===== src/rtl/nhts_pkg.sv =====
`default_nettype none
package nhts_pkg;

  typedef struct packed {
    logic [2:0]  mode;
    logic [7:0]  node_address;
    logic [7:0]  proto_major;
    logic [2:0]  state_bits;
    logic [7:0]  node_error_code;
    logic [31:0] task_ref;
    logic [3:0]  new_status;
    logic [31:0] timeout_ms;
    logic        router_accepted;
    logic [31:0] now_ms;
  } in_item_t;

  typedef struct packed {
    logic        node_found;
    logic [31:0] task_id_out;
    logic [3:0]  task_status;
    logic        node_online;
    logic        node_ready;
    logic        node_busy;
    logic        node_error;
    logic        node_incompatible;
    logic [7:0]  last_error_code;
    logic        all_required_ready;
  } out_item_t;

  localparam logic [2:0] MODE_HB    = 3'd0;
  localparam logic [2:0] MODE_STAT  = 3'd1;
  localparam logic [2:0] MODE_TICK  = 3'd2;
  localparam logic [2:0] MODE_ISSUE = 3'd3;
  localparam logic [2:0] MODE_QUERY = 3'd4;

  localparam logic [3:0] ST_UNKNOWN  = 4'd0;
  localparam logic [3:0] ST_QUEUED   = 4'd1;
  localparam logic [3:0] ST_SENT     = 4'd2;
  localparam logic [3:0] ST_ACCEPTED = 4'd3;
  localparam logic [3:0] ST_RUNNING  = 4'd4;
  localparam logic [3:0] ST_DONE     = 4'd5;
  localparam logic [3:0] ST_FAILED   = 4'd6;
  localparam logic [3:0] ST_TIMEOUT  = 4'd7;
  localparam logic [3:0] ST_REJECTED = 4'd8;

  localparam logic [2:0] CFG_ADDRS   = 3'd0;
  localparam logic [2:0] CFG_MAJORS  = 3'd1;
  localparam logic [2:0] CFG_REQ     = 3'd2;
  localparam logic [2:0] CFG_COUNT   = 3'd3;
  localparam logic [2:0] CFG_HB_TMO  = 3'd4;
  localparam logic [2:0] CFG_TSK_TMO = 3'd5;

  // token passed along the row of node cells
  typedef struct packed {
    logic        act;
    logic        found;
    logic [31:0] issued;
    logic [3:0]  status;
    logic [4:0]  flags;
    logic [7:0]  ecode;
  } tok_t;

  // per-node results seen by the top level
  typedef struct packed {
    logic [4:0]  flags;
  } cell_stat_t;

  function automatic logic in_flight(input logic [3:0] s);
    return (s == ST_SENT) || (s == ST_ACCEPTED) || (s == ST_RUNNING);
  endfunction

endpackage
`default_nettype wire


===== src/rtl/nhts_cell.sv =====
`default_nettype none
module nhts_cell (
  input  wire logic             clk,
  input  wire logic             rst_n,
  input  wire logic             en,
  input  wire logic             in_use,
  input  wire logic [7:0]       addr,
  input  wire logic [7:0]       major,
  input  wire logic [31:0]      hb_tmo,
  input  wire logic [31:0]      dflt_tmo,
  input  wire nhts_pkg::in_item_t item,
  input  wire logic [31:0]      id_in,
  input  wire nhts_pkg::tok_t   tok_in,
  output nhts_pkg::tok_t        tok_out,
  output logic                  id_used,
  output nhts_pkg::cell_stat_t  stat
);
  import nhts_pkg::*;

  logic [31:0] heard_r, task_r, dl_r;
  logic [4:0]  flags_r;
  logic [7:0]  ecode_r;
  logic [3:0]  st_r;
  logic [31:0] heard_nxt, task_nxt, dl_nxt;
  logic [4:0]  flags_nxt, f;
  logic [7:0]  ecode_nxt;
  logic [3:0]  st_nxt;
  logic        hit;
  logic [31:0] tmo;

  assign stat.flags   = flags_r;

  always_comb begin
    heard_nxt = heard_r; task_nxt = task_r; dl_nxt = dl_r;
    flags_nxt = flags_r; ecode_nxt = ecode_r; st_nxt = st_r;
    tok_out = tok_in;
    id_used = 1'b0;
    hit = 1'b0;
    f = 5'd0;
    tmo = (item.timeout_ms == 32'd0) ? dflt_tmo : item.timeout_ms;
    case (item.mode)
      MODE_HB, MODE_ISSUE: hit = (addr == item.node_address);
      MODE_STAT, MODE_QUERY: hit = (task_r == item.task_ref);
      default: hit = 1'b0;
    endcase
    hit = hit && in_use && tok_in.act && !tok_in.found;
    if (en && in_use && item.mode == MODE_TICK) begin
      if (heard_r != 32'd0 && (item.now_ms - heard_r) > hb_tmo) begin
        flags_nxt = flags_r & 5'b11000;
        if (in_flight(st_r)) begin
          st_nxt = ST_TIMEOUT; dl_nxt = 32'd0;
        end
      end
      if (dl_nxt != 32'd0 && item.now_ms > dl_nxt &&
          (st_nxt == ST_QUEUED || in_flight(st_nxt))) begin
        st_nxt = ST_TIMEOUT; dl_nxt = 32'd0;
      end
    end else if (en && hit) begin
      case (item.mode)
        MODE_HB: begin
          f = {1'b0, item.state_bits, 1'b1};
          if (item.proto_major != major) f = (f | 5'b10000) & 5'b11110;
          heard_nxt = item.now_ms;
          flags_nxt = f;
          ecode_nxt = item.node_error_code;
          if (item.task_ref != 32'd0) begin
            if (task_r == 32'd0 || task_r[15:0] == item.task_ref[15:0]) begin
              if (task_r == 32'd0) task_nxt = item.task_ref;
              st_nxt = f[2] ? ST_RUNNING : ST_ACCEPTED;
            end
          end else if (in_flight(st_r)) begin
            st_nxt = f[3] ? ST_FAILED : ST_DONE;
            dl_nxt = 32'd0;
          end
        end
        MODE_STAT: begin
          if (item.new_status <= ST_REJECTED) begin
            st_nxt = item.new_status;
            if (item.new_status >= ST_DONE) dl_nxt = 32'd0;
          end
        end
        MODE_ISSUE: begin
          id_used = 1'b1;
          task_nxt = id_in;
          if (flags_r[4]) begin
            st_nxt = ST_REJECTED; dl_nxt = 32'd0;
          end else begin
            st_nxt = item.router_accepted ? ST_QUEUED : ST_REJECTED;
            dl_nxt = item.now_ms + tmo;
          end
        end
        default: ;
      endcase
      tok_out.found  = 1'b1;
      tok_out.issued = (item.mode == MODE_ISSUE) ? id_in : 32'd0;
      tok_out.status = st_nxt;
      tok_out.flags  = flags_nxt;
      tok_out.ecode  = ecode_nxt;
    end
  end

  always_ff @(posedge clk) begin
    if (!rst_n) begin
      heard_r <= '0; task_r <= '0; dl_r <= '0;
      flags_r <= '0; ecode_r <= '0; st_r <= ST_UNKNOWN;
    end else begin
      heard_r <= heard_nxt; task_r <= task_nxt; dl_r <= dl_nxt;
      flags_r <= flags_nxt; ecode_r <= ecode_nxt; st_r <= st_nxt;
    end
  end

`ifndef SYNTHESIS
  a_hold: assert property (@(posedge clk) disable iff (!rst_n)
    !en |=> $stable(task_r) && $stable(st_r) && $stable(flags_r))
    else $error("cell state changed while not selected");
  a_issue_zero: assert property (@(posedge clk) disable iff (!rst_n)
    id_used |-> id_in != 32'd0) else $error("zero task id issued");
  a_one: assert property (@(posedge clk) disable iff (!rst_n)
    tok_in.found |-> !id_used) else $error("second cell took the id");
`endif
endmodule
`default_nettype wire


===== src/rtl/node_heartbeat_task_supervisor.sv =====
// node heartbeat and task supervisor: a row of node cells visited one per cycle
// the walk ends in done_r, registered into out_valid; busy stays high during the walk
// a new item is taken only while busy is low, so one item walks the cell row at a time
// the receiver cannot stall: each result shows for exactly one cycle
// reset (synchronous, rst_n low) clears node state, next id to 1, config defaults
`default_nettype none
module node_heartbeat_task_supervisor #(
  parameter int NODES = 8
) (
  input  wire logic                clk,
  input  wire logic                rst_n,
  input  wire logic                start,
  output logic                     busy,
  input  wire nhts_pkg::in_item_t  in_item,
  output logic                     out_valid,
  output nhts_pkg::out_item_t      out_item,
  input  wire logic                cfg_we,
  input  wire logic [2:0]          cfg_index,
  input  wire logic [63:0]         cfg_wdata
);
  import nhts_pkg::*;

  localparam int CW = (NODES > 1) ? $clog2(NODES) : 1;
  localparam int NW = $clog2(NODES + 1);

  // configuration
  logic [63:0] addrs_r, majors_r;
  logic [7:0]  req_r;
  logic [3:0]  count_r;
  logic [31:0] hb_tmo_r, tsk_tmo_r;

  logic [31:0] next_id_r, id_cur;
  in_item_t    item_r;
  logic [CW-1:0] pos_r;
  tok_t        tok_r;
  logic        run_r;

  tok_t        toks [NODES];
  logic [NODES-1:0] used;
  cell_stat_t  stats [NODES];
  logic [NODES-1:0] en;
  logic [NW-1:0] n_use;
  logic        all_rdy;

  assign n_use = (count_r > 4'(NODES)) ? NW'(NODES) : NW'(count_r);
  assign busy  = run_r;
  assign id_cur = (next_id_r == 32'd0) ? 32'd1 : next_id_r;

  // one cell works per cycle; the token carries the lookup result down the row
  for (genvar k = 0; k < NODES; k++) begin : g_cell
    assign en[k] = run_r && (pos_r == CW'(k));
    nhts_cell u_cell (
      .clk, .rst_n,
      .en(en[k]),
      .in_use(NW'(k) < n_use),
      .addr(addrs_r[8*k +: 8]),
      .major(majors_r[8*k +: 8]),
      .hb_tmo(hb_tmo_r),
      .dflt_tmo(tsk_tmo_r),
      .item(item_r),
      .id_in(id_cur),
      .tok_in(tok_r),
      .tok_out(toks[k]),
      .id_used(used[k]),
      .stat(stats[k])
    );
  end

  // required-ready check over the state as it stands when results are shown
  always_comb begin
    all_rdy = 1'b1;
    for (int k = 0; k < NODES; k++) begin
      if (NW'(k) < n_use && req_r[k] &&
          !(stats[k].flags[0] && stats[k].flags[1] &&
            !stats[k].flags[3] && !stats[k].flags[4]))
        all_rdy = 1'b0;
    end
  end

  logic done_r;

  always_ff @(posedge clk) begin
    if (!rst_n) begin
      addrs_r <= '0; majors_r <= 64'h0101010101010101; req_r <= '0;
      count_r <= '0; hb_tmo_r <= 32'd1000; tsk_tmo_r <= 32'd5000;
      next_id_r <= 32'd1; run_r <= 1'b0; done_r <= 1'b0; pos_r <= '0;
      out_valid <= 1'b0; tok_r <= '0;
    end else begin
      // result shows once done_r, set at the end of the walk, is registered into out_valid
      out_valid <= done_r;
      done_r    <= run_r && (pos_r == CW'(NODES - 1));
      if (cfg_we) begin
        case (cfg_index)
          CFG_ADDRS:   addrs_r   <= cfg_wdata;
          CFG_MAJORS:  majors_r  <= cfg_wdata;
          CFG_REQ:     req_r     <= cfg_wdata[7:0];
          CFG_COUNT:   count_r   <= cfg_wdata[3:0];
          CFG_HB_TMO:  hb_tmo_r  <= cfg_wdata[31:0];
          CFG_TSK_TMO: tsk_tmo_r <= cfg_wdata[31:0];
          default: ;
        endcase
      end
      // a new item may enter while the previous result is being captured
      if (start && !run_r) begin
        item_r <= in_item;
        run_r  <= 1'b1;
        pos_r  <= '0;
        tok_r  <= '{act: 1'b1, default: '0};
      end else if (run_r) begin
        tok_r <= toks[pos_r];
        if (|used) next_id_r <= id_cur + 32'd1;
        if (pos_r == CW'(NODES - 1)) begin
          run_r  <= 1'b0;
        end else begin
          pos_r <= pos_r + CW'(1);
        end
      end
    end
  end

  // result registered while done_r is high, after the walk, so all_ready sees final state
  always_ff @(posedge clk) begin
    if (done_r) begin
      out_item.node_found         <= tok_r.found;
      out_item.task_id_out        <= tok_r.issued;
      out_item.task_status        <= tok_r.status;
      out_item.node_online        <= tok_r.flags[0];
      out_item.node_ready         <= tok_r.flags[1];
      out_item.node_busy          <= tok_r.flags[2];
      out_item.node_error         <= tok_r.flags[3];
      out_item.node_incompatible  <= tok_r.flags[4];
      out_item.last_error_code    <= tok_r.ecode;
      out_item.all_required_ready <= all_rdy;
    end
  end

`ifndef SYNTHESIS
  a_onehot: assert property (@(posedge clk) disable iff (!rst_n)
    $onehot0(en)) else $error("more than one cell enabled");
  a_idle_out: assert property (@(posedge clk) disable iff (!rst_n)
    out_valid |-> !done_r) else $error("result overlaps the end of a walk");
  a_used: assert property (@(posedge clk) disable iff (!rst_n)
    $onehot0(used)) else $error("id taken twice");
`endif
endmodule
`default_nettype wire


===== config.mk =====
export PLATFORM = sky130hd
export DESIGN_NAME = node_heartbeat_task_supervisor
export DESIGN_NICKNAME = d
export VERILOG_FILES = /design/src/rtl/nhts_pkg.sv /design/src/rtl/nhts_cell.sv /design/src/rtl/node_heartbeat_task_supervisor.sv
export SDC_FILE = /design/constraint.sdc
export NUM_CORES = 2
export LEC_CHECK = 0
export BUFFER_PORTS_ARGS = -buffer_cell sky130_fd_sc_hd__buf_2
export CAP_MARGIN = 10
export CORE_ASPECT_RATIO = 2
export CORE_MARGIN = 2
export CORE_UTILIZATION = 69
export DETAILED_ROUTE_END_ITERATION = 12
export PLACE_DENSITY = 0.87
export SKIP_CTS_REPAIR_TIMING = 1
export SLEW_MARGIN = 5
export SYNTH_ARGS = -nofsm -noshare
export SYNTH_HDL_FRONTEND = slang
export SYNTH_SLANG_ARGS = --single-unit
export TNS_END_PERCENT = 5

===== constraint.sdc =====
create_clock -name clk -period 19.6 [get_ports clk]
set_input_delay 0.98 -clock clk [delete_from_list [all_inputs] [get_ports clk]]
set_output_delay 0.98 -clock clk [all_outputs]
set_load 0.03 [all_outputs]

==> run metrics <==
Root Buffer clkbuf_16; pre-CTS setup slack around 9.8 ns; Detail Route Antenna Nets 0; Slew Limit Fails 0; minimum clock period ~9.7 ns; Post-DP HPWL 209000 um; Max Freq 103 MHz; Die Area 126000 um^2; synth-to-layout area growth 8.41%; Via density ~7; number of synthesized register bits 1379; Worst-path clk slew 0.07 ns; Critical Path Fanout Max 34; pin count of the biggest net entering global routing about 240; footprint of the multi-input gates between 50000 and 60000 um^2; Avg Synthesized Cell Area approximately 8.4 um^2; Chip Width 252 um; PortBufs between 200 and 300; FILL cells between 9000 and 10000; Starting Density between 60% and 70%; Crit Path Category register to register; Wirelength per Cell 26.0 um; failing checks DRC; Setup TNS 0 ns; Post-synth EDFFs approximately 180; Leak Pwr about 33 nW; Mapped Cells 10100; number of global-route vias before repair 76800; CTS Buf Count around 120; share of layout cells above drive strength 1 under 10%; Post-route DRC 3; sequential area share after synthesis between 30 and 40%; H-tree depth 3; clock latency on the worst-skew pair ~0.83 ns; initial antenna violation count 7; Clock Skew 0.0819 ns; nets about 11000; Max clock buf depth 3; Slowest-stage cell, CP a221oi_1; Largest stage delay, worst path just over 0.7 ns; ys async rst share 0%; Site Rows roughly 180; Synth area leader dfxtp_1; Max IR drop VDD 0.0000976 V; period utilisation layout 49.5%; die span in y between 500 and 600 um; most frequent cells in the layout dfxtp_1, nand2_1, nor2_1, a21oi_1, ha_1; Post-Syn Nets roughly 11000; commonest non-fill, non-tap cell in the layout dfxtp_1; routed via count about 82000; Synth top area share approximately 28%; CP arrival about 10 ns; endpoints failing setup 0; global route overflow 0; Rel. slew slack 4.42%; first-pass GRT wire length about 460000 um; P per Cell Area 68.3 nW/um^2; post-synthesis cell area between 80000 and 90000 um^2; Register Area slightly below 30000 um^2; initial DRC count 11000; CP Data Required Time about 20 ns; outcome finished with violations; ys flop type dfxtp_1; Worst-Margin Slew roughly 1.4 ns; routability cong. 1.05; top cells by area, synth dfxtp_1, ha_1, edfxtp_1; Fin. Hold Viols 0; Synth cell types 97; Ports between 200 and 300; drt total wl 309000 um; Util after Layout 75.2%; CTS tree built; RSZ-0062 raised after global routing no; clk sinks around 1400; core area roughly 120000 um^2; Ys Warns 0; Worst setup EP type register; worst setup margin ~10 ns; Pre-antenna DRT Iters 12; Max-Cap Viols 0; Critical Path Source Type register; Global Route Usage Sum between 40% and 50%; Hold/Removal Path Class input pin to register
==> cell usage after synthesis, types with 75 or more instances <==
| cell type | instances |
|---|---|
| nand4_1 | 252 |
| mux2i_1 | 309 |
| a211oi_1 | 301 |
| a21o_1 | 275 |
| a22oi_1 | 87 |
| nor2_1 | 1111 |
| clkbuf_1 | 425 |
| o21ai_0 | 339 |
| nor3_1 | 143 |
| inv_1 | 407 |
| nand2_1 | 1167 |
| nor4_1 | 255 |
| edfxtp_1 | 182 |
| xnor2_1 | 521 |
| ha_1 | 799 |
| a21oi_1 | 821 |
| buf_2 | 75 |
| nand3_1 | 147 |
| a22o_1 | 154 |
| nor2b_1 | 79 |
| xor2_1 | 123 |
| dfxtp_1 | 1197 |
| o21a_1 | 82 |
==> area by class of cell <==
| class | count | area share, % |
|---|---|---|
| repair buffers | 442 | 2.96 |
| inverters | 410 | 1.68 |
| clock inverters | 63 | 0.906 |
| clock buffers | 160 | 3.60 |
| multi-input cells | 7825 | 56.8 |
| diodes | 8 | 0.0217 |
| flip-flops and latches | 1379 | 31.9 |
| well taps | 1564 | 2.12 |
==> path summary, 6_finish.rpt <==
path	startpoint	endpoint	slack (ns)	depth (start not counted)
worst min register to register	register	out_item[8]	0.43	0
worst min-delay path	in_item[107]	item_r[107]	0.32	1
worst max-delay path	item_r[8]	g_cell[0].u_cell.dl_r[3]	9.90	35
worst max register to register	item_r[8]	g_cell[0].u_cell.dl_r[3]	9.90	35
==> critical path, delay by kind of cell (launching register included) <==
family          cells  cell delay, ns
xor+xnor            1            0.16
buf+inv             4            1.49
fa+ha+maj           3            1.03
flops               1            0.33
simple gates        5            0.75
compound gates     22            5.84
==> layer usage <==
metal,vias to the layer above,part of all wire (%),GRT usage (%),wire [um]
li1,36600,-,-,-
met3,1591,14,14.8,44400
met2,5692,40,68.1,124000
met4,6,10,38.0,31100
met1,37800,35,58.1,109000
met5,-,0.013,0,41
==> state kept, by name, summed over array words and instances, names as in the netlist, 40 cells and up, named ones only <==
| signal | flops |
|---|---|
| addrs_r | 64 |
| g_cell.u_cell.dl_r | 256 |
| g_cell.u_cell.ecode_r | 64 |
| g_cell.u_cell.heard_r | 256 |
| g_cell.u_cell.stat | 40 |
| g_cell.u_cell.task_r | 256 |
| item_r | 131 |
| majors_r | 64 |
| out_item | 51 |
==> power by group <==
part	internal [mW]	total (mW)	switching [mW]	leakage [nW]
Sequential	2.88	2.92	0.0412	11.3
Clock	1.36	2.55	1.19	1.98
Combinational	0.276	0.813	0.537	20.2
Total	4.52	6.29	1.77	33.5
==> logic make-up after synthesis <==
| logic type | count (synthesis) | synth area share, % |
|---|---|---|
| XOR/XNOR | 644 | 6.63 |
| buffers and inverters | 941 | 4.30 |
| AO/OA/AOI/OAI | 2576 | 20.0 |
| adder cells (fa/ha/maj) | 808 | 12.0 |
| AND/OR/NAND/NOR | 3485 | 18.8 |
| flip-flops | 1379 | 34.6 |
| multiplexers | 312 | 3.72 |
==> stage by stage <==
stage / power, mW / cell area, um^2 / hold WS [ns] / cells
after floorplan: 3.46 / 85000 / 0.408 / 10100
after global placement: 3.73 / 87900 / 0.413 / 11600
after detailed placement: 3.75 / 87900 / 0.419 / 11600
after CTS: 6.23 / 92100 / 0.313 / 11800
after global routing: 6.43 / 92100 / 0.309 / 11800
final: 6.29 / 92200 / 0.319 / 11900
Power figures use the tool's default switching activity.
